[config.mk]
export PLATFORM = sky130hd
export DESIGN_NAME = ping_latency_tracker
export DESIGN_NICKNAME = d
export VERILOG_FILES = /design/src/plt_pkg.sv /design/src/plt_hist.sv /design/src/plt_div.sv /design/src/ping_latency_tracker.sv
export SDC_FILE = /design/constraint.sdc
export NUM_CORES = 2
export LEC_CHECK = 0
export BUFFER_PORTS_ARGS = -buffer_cell sky130_fd_sc_hd__buf_2
export CAP_MARGIN = 0
export CORE_AREA = 2 2 382 460
export DETAILED_ROUTE_END_ITERATION = 8
export DIE_AREA = 0 0 384 462
export HOLD_SLACK_MARGIN = 0.08
export SLEW_MARGIN = 25
export SYNTH_ARGS = -nofsm -noshare
export SYNTH_HDL_FRONTEND = slang
export SYNTH_SLANG_ARGS = --single-unit
export TNS_END_PERCENT = 1
[constraint.sdc]
create_clock -name clk -period 9.1 [get_ports clk]
set_input_delay 1.365 -clock clk [delete_from_list [all_inputs] [get_ports clk]]
set_output_delay 1.365 -clock clk [all_outputs]
set_load 0.01 [all_outputs]
[src/plt_pkg.sv]
// shared types, constants and codes of the ping latency tracker
// no dependencies; imported by every module under src
package plt_pkg;

  localparam int SAMPLE_DEPTH   = 60;
  localparam int AVERAGE_WINDOW = 600;

  localparam int OP_W     = 2;
  localparam int SLOT_W   = 6;
  localparam int RTT_W    = 16;
  localparam int SAMPLE_W = 17;
  localparam int CNT_W    = 10;
  localparam int DEPTH_W  = $clog2(SAMPLE_DEPTH);
  localparam int NUM_W    = RTT_W + CNT_W;
  localparam int STEP_W   = $clog2(NUM_W);
  localparam int CMP_W    = RTT_W + 5;

  localparam int MIN_AVG_COUNT = 10;
  localparam int RATIO_DEN     = 10;
  localparam int RESTART_NUM   = 7;
  localparam int ACCEPT_NUM    = 13;

  localparam logic signed [SAMPLE_W-1:0] EMPTY_SAMPLE = '1;

  typedef enum logic [OP_W-1:0] {
    OP_PING_RESULT = 2'd0,
    OP_PING_SENT   = 2'd1,
    OP_READ        = 2'd2
  } op_t;

  typedef enum logic [3:0] {
    ST_IDLE,
    ST_HIST,
    ST_RESTART,
    ST_TEST,
    ST_MUL,
    ST_DIV_START,
    ST_DIV_WAIT,
    ST_READ,
    ST_OUT
  } state_t;

  typedef struct packed {
    logic              wr;
    logic              shift;
    logic              rd;
    logic [SLOT_W-1:0] slot;
    logic [RTT_W-1:0]  data;
  } hist_cmd_t;

  typedef struct packed {
    logic             start;
    logic [NUM_W-1:0] num;
    logic [CNT_W-1:0] den;
  } div_req_t;

endpackage

[src/plt_hist.sv]
// sample history: circular buffer memory with per-entry valid bits
// depends on plt_pkg
module plt_hist (
  input  logic                                  clk,
  input  logic                                  rst_n,
  input  plt_pkg::hist_cmd_t                    cmd,
  output logic signed [plt_pkg::SAMPLE_W-1:0]   sample
);
  import plt_pkg::*;

  localparam logic [DEPTH_W:0]   DEPTH_L = (DEPTH_W + 1)'(SAMPLE_DEPTH);
  localparam logic [DEPTH_W-1:0] TOP_L   = DEPTH_W'(SAMPLE_DEPTH - 1);

  logic [RTT_W-1:0]        mem [SAMPLE_DEPTH];
  logic [SAMPLE_DEPTH-1:0] valid_r;
  logic [DEPTH_W-1:0]      base_r;
  logic [DEPTH_W-1:0]      base_nxt;
  logic                    in_range;
  logic [DEPTH_W-1:0]      slot_eff;
  logic [DEPTH_W:0]        sum;
  logic [DEPTH_W-1:0]      phys;
  logic [RTT_W-1:0]        rd_data_r;
  logic                    rd_vld_r;

  // logical slot i lives at physical entry (base + i) mod depth
  assign in_range = (7'(cmd.slot) < 7'(SAMPLE_DEPTH));
  assign slot_eff = in_range ? cmd.slot[DEPTH_W-1:0] : '0;
  assign sum      = {1'b0, base_r} + {1'b0, slot_eff};
  assign phys     = (sum >= DEPTH_L) ? DEPTH_W'(sum - DEPTH_L) : sum[DEPTH_W-1:0];
  assign base_nxt = (base_r == '0) ? TOP_L : base_r - DEPTH_W'(1);

  always_ff @(posedge clk) begin
    if (!rst_n) begin
      valid_r <= '0;
      base_r  <= '0;
    end else if (cmd.shift) begin
      // the dropped top entry becomes the new empty slot 0
      base_r            <= base_nxt;
      valid_r[base_nxt] <= 1'b0;
    end else if (cmd.wr && in_range) begin
      valid_r[phys] <= 1'b1;
    end
  end

  always_ff @(posedge clk) begin
    if (cmd.wr && in_range && !cmd.shift) begin
      mem[phys] <= cmd.data;
    end
  end

  always_ff @(posedge clk) begin
    if (cmd.rd) begin
      rd_data_r <= mem[phys];
      rd_vld_r  <= valid_r[phys] && in_range;
    end
  end

  assign sample = rd_vld_r ? $signed({1'b0, rd_data_r}) : EMPTY_SAMPLE;

endmodule

[src/plt_div.sv]
// restoring divider, one quotient bit per cycle
// depends on plt_pkg
module plt_div (
  input  logic                        clk,
  input  logic                        rst_n,
  input  plt_pkg::div_req_t           req,
  output logic                        done,
  output logic [plt_pkg::NUM_W-1:0]   quot
);
  import plt_pkg::*;

  localparam logic [STEP_W-1:0] LAST_STEP = STEP_W'(NUM_W - 1);

  logic              busy_r;
  logic              done_r;
  logic [STEP_W-1:0] step_r;
  logic [CNT_W-1:0]  rem_r;
  logic [NUM_W-1:0]  quo_r;
  logic [CNT_W-1:0]  den_r;
  logic [CNT_W:0]    trial;
  logic              ge;

  assign trial = {rem_r, quo_r[NUM_W-1]};
  assign ge    = (trial >= {1'b0, den_r});

  always_ff @(posedge clk) begin
    if (!rst_n) begin
      busy_r <= 1'b0;
      done_r <= 1'b0;
      step_r <= '0;
    end else begin
      done_r <= 1'b0;
      if (req.start) begin
        busy_r <= 1'b1;
        step_r <= '0;
      end else if (busy_r) begin
        step_r <= step_r + STEP_W'(1);
        if (step_r == LAST_STEP) begin
          busy_r <= 1'b0;
          done_r <= 1'b1;
        end
      end
    end
  end

  always_ff @(posedge clk) begin
    if (req.start) begin
      rem_r <= '0;
      quo_r <= req.num;
      den_r <= req.den;
    end else if (busy_r) begin
      rem_r <= ge ? CNT_W'(trial - {1'b0, den_r}) : trial[CNT_W-1:0];
      quo_r <= {quo_r[NUM_W-2:0], ge};
    end
  end

  assign done = done_r;
  assign quot = quo_r;

endmodule

[src/ping_latency_tracker.sv]
// ping latency tracker: sample history, latest time and running average
// path from accept to out_tvalid: read, ping-sent and out-of-range beats pass HIST, READ and OUT;
//   a rejected outlier adds RESTART and TEST, and an update adds MUL and the divider's 26-bit quotient
// a new beat is taken only after the last result loads into the output register, so out_tready stalls it
// reset: synchronous active-low rst_n empties all history slots, zeroes latest time,
//   average and count; depends on plt_pkg, plt_hist, plt_div
module ping_latency_tracker (
  input  logic        clk,
  input  logic        rst_n,
  input  logic        in_tvalid,
  output logic        in_tready,
  input  logic [23:0] in_tdata,   // opcode[1:0], slot_index[7:2], rtt_ms[23:8]
  output logic        out_tvalid,
  input  logic        out_tready,
  output logic [63:0] out_tdata   // sample_value[16:0], last_rtt[32:17],
                                  // avg_rtt[48:33], avg_samples[58:49], zero[63:59]
);
  import plt_pkg::*;

  localparam logic [CNT_W-1:0] WIN_L     = CNT_W'(AVERAGE_WINDOW);
  localparam logic [CNT_W-1:0] WIN_M1_L  = CNT_W'(AVERAGE_WINDOW - 1);
  localparam logic [CNT_W-1:0] MIN_CNT_L = CNT_W'(MIN_AVG_COUNT);

  state_t state_r;
  state_t state_nxt;

  // captured beat
  op_t               op_r;
  logic [SLOT_W-1:0] slot_r;
  logic [RTT_W-1:0]  rtt_r;

  // tracker state
  logic [RTT_W-1:0] latest_r;
  logic [RTT_W-1:0] avg_r;
  logic [CNT_W-1:0] cnt_r;

  // average update datapath
  logic [NUM_W-1:0] prod_r;
  logic [CNT_W-1:0] den_r;
  logic             at_win;
  logic [CNT_W-1:0] mult;
  logic             rec_ok;
  logic             restart;
  logic             accept_upd;
  logic [CMP_W-1:0] rtt_x10;

  hist_cmd_t                   hist_cmd;
  logic signed [SAMPLE_W-1:0]  sample;
  div_req_t                    div_req;
  logic                        div_done;
  logic [NUM_W-1:0]            div_quot;

  // output register
  logic                       out_valid_r;
  logic signed [SAMPLE_W-1:0] o_sample_r;
  logic [RTT_W-1:0]           o_latest_r;
  logic [RTT_W-1:0]           o_avg_r;
  logic [CNT_W-1:0]           o_cnt_r;
  logic                       out_load;

  plt_hist u_hist (
    .clk    (clk),
    .rst_n  (rst_n),
    .cmd    (hist_cmd),
    .sample (sample)
  );

  plt_div u_div (
    .clk   (clk),
    .rst_n (rst_n),
    .req   (div_req),
    .done  (div_done),
    .quot  (div_quot)
  );

  // a ping result only counts when its slot exists
  assign rec_ok = (op_r == OP_PING_RESULT) && (7'(slot_r) < 7'(SAMPLE_DEPTH));

  // t < floor(7a/10)  <=>  10(t+1) <= 7a
  assign rtt_x10    = CMP_W'(rtt_r) * CMP_W'(RATIO_DEN);
  assign restart    = (rtt_x10 + CMP_W'(RATIO_DEN)) <= CMP_W'(avg_r) * CMP_W'(RESTART_NUM);
  // t <= floor(13a/10)  <=>  10t <= 13a
  assign accept_upd = (rtt_x10 <= CMP_W'(avg_r) * CMP_W'(ACCEPT_NUM))
                      || (cnt_r < MIN_CNT_L);

  assign at_win = (cnt_r == WIN_L);
  assign mult   = at_win ? WIN_M1_L : cnt_r;

  assign out_load = !out_valid_r || out_tready;

  // next state
  always_comb begin
    state_nxt = state_r;
    case (state_r)
      ST_IDLE: begin
        if (in_tvalid) state_nxt = ST_HIST;
      end
      ST_HIST: begin
        state_nxt = rec_ok ? ST_RESTART : ST_READ;
      end
      ST_RESTART:   state_nxt = ST_TEST;
      ST_TEST: begin
        state_nxt = accept_upd ? ST_MUL : ST_READ;
      end
      ST_MUL:       state_nxt = ST_DIV_START;
      ST_DIV_START: state_nxt = ST_DIV_WAIT;
      ST_DIV_WAIT: begin
        if (div_done) state_nxt = ST_READ;
      end
      ST_READ:      state_nxt = ST_OUT;
      ST_OUT: begin
        if (out_load) state_nxt = ST_IDLE;
      end
      default:      state_nxt = ST_IDLE;
    endcase
  end

  // sequencer outputs
  always_comb begin
    in_tready      = 1'b0;
    hist_cmd.wr    = 1'b0;
    hist_cmd.shift = 1'b0;
    hist_cmd.rd    = 1'b0;
    hist_cmd.slot  = slot_r;
    hist_cmd.data  = rtt_r;
    div_req.start  = 1'b0;
    div_req.num    = prod_r + NUM_W'(rtt_r);
    div_req.den    = den_r;
    case (state_r)
      ST_IDLE:      in_tready      = 1'b1;
      ST_HIST: begin
        hist_cmd.wr    = rec_ok;
        hist_cmd.shift = (op_r == OP_PING_SENT);
      end
      ST_DIV_START: div_req.start  = 1'b1;
      ST_READ:      hist_cmd.rd    = 1'b1;
      default:      in_tready      = 1'b0;
    endcase
  end

  always_ff @(posedge clk) begin
    if (!rst_n) begin
      state_r <= ST_IDLE;
    end else begin
      state_r <= state_nxt;
    end
  end

  // beat capture
  always_ff @(posedge clk) begin
    if (in_tvalid && in_tready) begin
      op_r   <= op_t'(in_tdata[1:0]);
      slot_r <= in_tdata[7:2];
      rtt_r  <= in_tdata[23:8];
    end
  end

  // tracker state updates, one step per sequencer state
  always_ff @(posedge clk) begin
    if (!rst_n) begin
      latest_r <= '0;
      avg_r    <= '0;
      cnt_r    <= '0;
    end else begin
      case (state_r)
        ST_HIST: begin
          if (rec_ok) latest_r <= rtt_r;
        end
        ST_RESTART: begin
          if (restart) begin
            avg_r <= rtt_r;
            cnt_r <= CNT_W'(1);
          end
        end
        ST_DIV_WAIT: begin
          if (div_done) begin
            avg_r <= div_quot[RTT_W-1:0];
            if (!at_win) cnt_r <= cnt_r + CNT_W'(1);
          end
        end
        default: begin
          avg_r <= avg_r;
        end
      endcase
    end
  end

  // weighted numerator and divisor: window weighting or cumulative mean
  always_ff @(posedge clk) begin
    if (state_r == ST_MUL) begin
      prod_r <= NUM_W'(avg_r) * NUM_W'(mult);
      den_r  <= at_win ? WIN_L : cnt_r + CNT_W'(1);
    end
  end

  // output register parts the result from the next accepted beat
  always_ff @(posedge clk) begin
    if (!rst_n) begin
      out_valid_r <= 1'b0;
    end else if (state_r == ST_OUT && out_load) begin
      out_valid_r <= 1'b1;
    end else if (out_tready) begin
      out_valid_r <= 1'b0;
    end
  end

  always_ff @(posedge clk) begin
    if (state_r == ST_OUT && out_load) begin
      o_sample_r <= sample;
      o_latest_r <= latest_r;
      o_avg_r    <= avg_r;
      o_cnt_r    <= cnt_r;
    end
  end

  assign out_tvalid = out_valid_r;
  assign out_tdata  = {5'b0, o_cnt_r, o_avg_r, o_latest_r, o_sample_r};

  // a beat is never followed by another in the next cycle
  a_one_in_flight: assert property (@(posedge clk) disable iff (!rst_n)
    (in_tvalid && in_tready) |=> !in_tready)
    else $error("beat accepted while previous one in flight");

  // divider completes only while the sequencer waits for it
  a_div_done_wait: assert property (@(posedge clk) disable iff (!rst_n)
    div_done |-> (state_r == ST_DIV_WAIT))
    else $error("divider done outside wait state");

  // count never passes the window
  a_cnt_window: assert property (@(posedge clk) disable iff (!rst_n)
    out_tvalid |-> (out_tdata[58:49] <= WIN_L))
    else $error("average count above window");

  // a negative sample is always the empty marker
  a_sample_empty: assert property (@(posedge clk) disable iff (!rst_n)
    (out_tvalid && out_tdata[SAMPLE_W-1]) |-> (&out_tdata[SAMPLE_W-1:0]))
    else $error("negative sample other than empty marker");

endmodule
## Yosys cells after proc, flatten, opt, wreduce, memory -nomap -nowiden

Memory sizes are Yosys's and may differ from the RTL's. A register that Yosys moved wholly into a read port is not among the register bits.
Cells that the tools add are included.
Widths: inputs -> output; s select.

- Memories kept: 1
- Latch bits: 0
- Bits in writable memories: 960
- Word-level logic and storage cells: 134
- ROM bits: 0
- Register bits: 286

Memories:

| name | depth | width | rd ports | clocked after Yosys merged registers in | wr ports | line | RTL |
|---|---|---|---|---|---|---|---|
| u_hist.mem | 60 | 16 | 1 | 1 | 1 | plt_hist.sv:14 | `logic [RTT_W-1:0] mem [SAMPLE_DEPTH];` |

- Magnitude comparators: 10
- Equal/unequal tests: 16
- Shift-type cells: 0
- $add $sub $neg: 8
- Mux-type cells: 41
- Bitwise logic cells: 5
- Div/mod/pow operators: 0
- Reduce and logical (&&, ||, !) cells: 25
- $mul: 4

Operators by type and width:

| operator | number |
|---|---|
| $mux 60 | 2 |
| $and 60x60->60 | 1 |
| $not 60->60 | 1 |
| $or 60x60->60 | 1 |
| $mux 26 | 2 |
| $mux 10 | 5 |
| $mul 16x3->19 const B | 2 |
| $pmux 4 s9 | 1 |
| $mux 16 | 2 |
| $pmux 16 s2 | 1 |
| $add 26x16->26 | 1 |
| $mul 16x10->26 | 1 |
| $add 20x4->21 const B | 1 |
| $le 21x19->1 | 1 |
| $le 20x20->1 | 1 |
| $mul 16x4->20 const B | 1 |
| $pmux 10 s2 | 1 |
| $mux 6 | 3 |
| $mux 17 | 1 |
| $eq 4x3->1 const B | 4 |
| $lt 6x7->1 const B | 2 |
| $mux 1 | 14 |
| $demux 1 s6 | 2 |
| $ge 6x1->1 const B | 2 |
| 35 further kinds | 56 |

## Depth between registers and ports, before layout

- Depth in word-level cells: 12
- Mapped depth: 29
- Gate-level depth less buffers: 27

## By module

A second synthesis with hierarchy kept.

- Cells, all modules: 4438
- Area, all modules: 60673.2 um^2

By module, submodules not included:

| module | area an instance (um^2) | cells each | sequential area each (um^2) | times used |
|---|---|---|---|---|
| plt_hist | 41696.2 | 2572 | 30659.4 | 1 |
| ping_latency_tracker | 16280.6 | 1637 | 4514.3 | 1 |
| plt_div | 2696.3 | 229 | 1421.4 | 1 |

## Worst setup path before layout

Ideal clock, no wire load.

- Path kind: flip-flop to flip-flop
- Start point: reg cnt_r[5]
- End point: reg prod_r[24] (data pin)
- Cell stages (with the launch flop): 27
- Setup time: 0.258 ns
- Data arrival time: 7.197 ns
- Buffers on the path: 2
- Path slack: 1.645 ns
- Period minus slack after synthesis: 7.455 ns
- Cell sequence: dfxtp_1 > or3_1 > nor4b_1 > or2_2 > clkbuf_1 > clkbuf_1 > nand2_1 > fa_1 > inv_1 > fa_1 > inv_1 > fa_1 > inv_1 > fa_1 > inv_1 > fa_1 > inv_1 > ha_1 > o21a_1 > nor2_1 > a211oi_1 > o31ai_1 > a31oi_1 > o41ai_1 > o2111ai_1 > a21oi_1 > xnor2_1

- Longest elaborated chain between the ends: 3

Ends and longest elaborated chain:

| what | line | RTL |
|---|---|---|
| from (decl) | ping_latency_tracker.sv:35 | `logic [CNT_W-1:0] cnt_r;` |
| from (signal assigned) | ping_latency_tracker.sv:178 | `if (!at_win) cnt_r <= cnt_r + CNT_W'(1);` |
| $eq 10x10->1 | ping_latency_tracker.sv:86 | `assign at_win = (cnt_r == WIN_L);` |
| $mux 10 * | ping_latency_tracker.sv:87 | `assign mult = at_win ? WIN_M1_L : cnt_r;` |
| $mul 16x10->26 * | ping_latency_tracker.sv:191 | `prod_r <= NUM_W'(avg_r) * NUM_W'(mult);` |
| to (signal assigned) | ping_latency_tracker.sv:191 |  |
| to (decl) | ping_latency_tracker.sv:38 | `logic [NUM_W-1:0] prod_r;` |

Every way passes the cells marked *; elsewhere a longest branch is shown, timed or not.
A chain may end at the register's enable or synchronous reset.

## Worst setup path in the final report

- Start point: reg cnt_r[7]
- End point: reg prod_r[24] (data pin)

The elaborated chain is that of the path after synthesis.

==> metrics.md <==
| Metric | Value |
|---|---|
| CP arrival | `8.57 ns` |
| Clock latency on the worst-skew pair | `0.79 ns` |
| Starting density of the core | `0.348` |
| Synth unique cells | `95` |
| Hold/Removal Path Class | `reg -> reg` |
| Ports | `94` |
| Area growth syn-to-layout | `13.3%` |
| Reg2Reg Depth | `23` |
| WS Path Type | `reg -> reg` |
| Synth Instances | `4475` |
| Via count | `39062` |
| Final wirelength | `180000 um` |
| Final nets | `5007` |
| Postcts setup bufs | `0` |
| CP Capture Type | `flip-flop` |
| EDFF count, synth | `1132` |
| Max cap viols | `0` |
| Clock tree buffer depth | `3` |
| Core Region | `173000 sq um` |
| Main synth FF type | `edfxtp_1` |
| RSZ-0062 raised after global routing | `false` |
| Row count | `168` |
| Setup ws final | `1.07 ns` |
| Fin cells | `7019` |
| Largest net degree at the start of global routing | `110` |
| TritonRoute pass-1 iters | `8` |
| Drt drc | `0` |
| Number of fillers in the final layout | `16069` |
| Die W | `384 um` |
| # setup viols final | `0` |
| Initial antenna violation count | `5` |
| Hold Buf Count CTS | `0` |
| Synth async-reset ratio | `0` |
| Clk_skew | `0.0365 ns` |
| H-tree depth | `4` |
| Power Density | `256 nW/um^2` |
| CP max FO | `21` |
| Seq cells post-synth | `1262` |
| Fraction of layout cells with a size suffix above 1 | `0.142` |
| Yosys warning count | `0` |
| Final GP Congestion | `0.898` |
| Final number of hold-violating endpoints | `0` |
| Synthesized area | `60300 sq um` |
| CP required | `9.63 ns` |
| Setup TNS | `0 ns` |
| First-pass GRT wire length | `263000 um` |
| Max_slew headroom | `0.290` |
| Outcome | `finished, final reports clean` |
| Die Ht | `462 um` |
| Dpl ws | `1.12 ns` |
| Total track usage | `0.202` |
| Max-slew violations | `0` |
| Cts bufs inserted | `134` |
| Port bufs | `88` |
| Fmax | `124 MHz` |
| Register Area | `36600 sq um` |
| Peak supply drop | `0.000197 V` |
| Per-cell routed wire length | `25.7 um` |
| CTS tree | `yes` |
| Tmin final | `8.03 ns` |
| Post-DR vias/cell | `5.57` |
| Avg Cell Area, Syn | `13.5 sq um` |
| DR iter-0 viols | `4381` |
| Root Buffer | `clkbuf_16` |
| Die area | `177000 sq um` |
| Post-CTS sizing | `0` |
| Sequential cell area fraction in the yosys report | `0.607` |
| Leak | `24.6 nW` |
| Startpoint Class | `flip-flop` |
| Via count of the first global-routing pass | `38908` |
| Detail Route Antenna Nets | `0` |
| Dpl hpwl | `113000 um` |
| Worst hold slack | `0.426 ns` |
| GRT overflow | `0` |
| Final Cycle Share | `0.883` |
| Inst Count DP | `6777` |
| Multi-input gate area in the final layout | `22200 sq um` |
| Clock Pin Slew Worst Setup and Hold Paths | `0.06 ns` |
| Worst-margin pin slew | `1.06 ns` |
| Hold path depth | `0` |
| Clk sinks | `1262` |
[worst max-delay path: stages (launching register included)]
cell and delay [ns]:
dfxtp_1 0.53, or3_1 0.49, nor4b_2 0.75, or2_2 0.44, nand2_1 0.13, fa_1 0.52
inv_1 0.05, fa_1 0.45, ha_1 0.34, fa_1 0.53, inv_1 0.05, fa_1 0.54
inv_1 0.04, ha_1 0.33, o21ai_0 0.38, inv_1 0.08, a21oi_1 0.28, a211oi_1 0.18
o31ai_1 0.40, a31oi_1 0.18, o41ai_1 0.58, o2111ai_1 0.22, a21oi_1 0.21, xnor2_1 0.09
[path summary, 6_finish.rpt]
path | from | to | slack (ns)
setup / recovery | cnt_r[7] | prod_r[24] | 1.07
hold / removal | latest_r[12] | o_latest_r[12] | 0.43
setup reg to reg | cnt_r[7] | prod_r[24] | 1.07
hold reg to reg | latest_r[12] | o_latest_r[12] | 0.43
[layout by cell type, fill, tap and decap left out, drive strengths merged, types with 54 or more instances in the layout]
master,Yosys,routed
nand3,105,105
buf,85,242
clkbuf,154,165
dfxtp,130,130
nor3,54,54
nor2,232,232
a221oi,57,57
o21ai,143,143
edfxtp,1132,1132
ha,217,217
xnor2,84,84
and2,89,89
fa,144,144
inv,227,240
a31oi,70,70
nand2,422,422
a21oi,179,179
mux2i,124,124
mux4,92,92
o21a,124,124
[metal layers]
metal	up-vias	GRT usage	part of all wire
li1	17116	-	-
met2	1752	0.332	0.47
met5	-	0	0.000050
met1	19857	0.259	0.40
met4	2	0.0882	0.045
met3	335	0.0386	0.083
[state kept, by name, indices dropped and copies added, names as in the netlist, 10 cells and up]
name / count
latest_r: 16
u_hist.mem: 960
u_div.den_r: 10
u_hist.rd_data_r: 16
o_cnt_r: 10
u_hist.valid_r: 60
u_div.quot: 26
avg_r: 16
o_sample_r: 17
den_r: 10
u_div.rem_r: 10
o_latest_r: 16
prod_r: 26
o_avg_r: 16
rtt_r: 16
cnt_r: 10
[synth_stat cells (36+ instances only)]
cell type / instances / area, sq um
xor2_1: 37 / 324
nor3_1: 54 / 270
a22oi_1: 44 / 330
edfxtp_1: 1132 / 34000
dfxtp_1: 130 / 2600
mux2_2: 36 / 405
a21oi_1: 177 / 886
clkbuf_1: 154 / 578
nand3_1: 103 / 515
and3_1: 38 / 238
o22ai_1: 40 / 250
nor2_1: 232 / 871
a31oi_1: 69 / 432
and2_1: 89 / 557
mux2i_1: 124 / 1240
mux4_2: 92 / 2070
a21o_1: 38 / 285
o21ai_0: 133 / 666
buf_2: 50 / 250
o21a_1: 124 / 931
a221oi_1: 57 / 499
nand2_1: 421 / 1580
inv_1: 225 / 845
fa_1: 144 / 2880
xnor2_1: 82 / 718
ha_1: 217 / 2720
[cells by family after synthesis]
family,Yosys count,share of synthesized area
fa+ha+maj,361,0.0928
xor+xnor,121,0.0178
compound gates,917,0.105
other cells,1,0.0000622
mux,255,0.0622
buf+inv,466,0.0310
simple gates,1092,0.0844
flops,1262,0.607
[stage by stage]
step | total power [W] | util | instance area, sq um
floorplan | 0.0101 | - | 60300
global placement | 0.0122 | 0.370 | 64100
detailed placement | 0.0123 | 0.370 | 64100
CTS | 0.0175 | 0.394 | 68300
global route | 0.0182 | 0.394 | 68300
finish | 0.0175 | 0.394 | 68300
[cell type report]
class	count	share of cell area
diodes	2	0.0000732
clock buffers	165	0.0517
clock inverters	75	0.00943
inverters	227	0.0125
multi-input cells	2751	0.325
flip-flops and latches	1262	0.536
well taps	2295	0.0420
repair buffers	242	0.0241
[power breakdown]
group	internal (W)	switching, W	leakage [nW]
Combinational	0.00174	0.00371	11.3
Clock	0.00293	0.00234	2.03
Sequential	0.00662	0.000148	11.2
Total	0.0113	0.00619	24.6
Power figures use the tool's default switching activity.
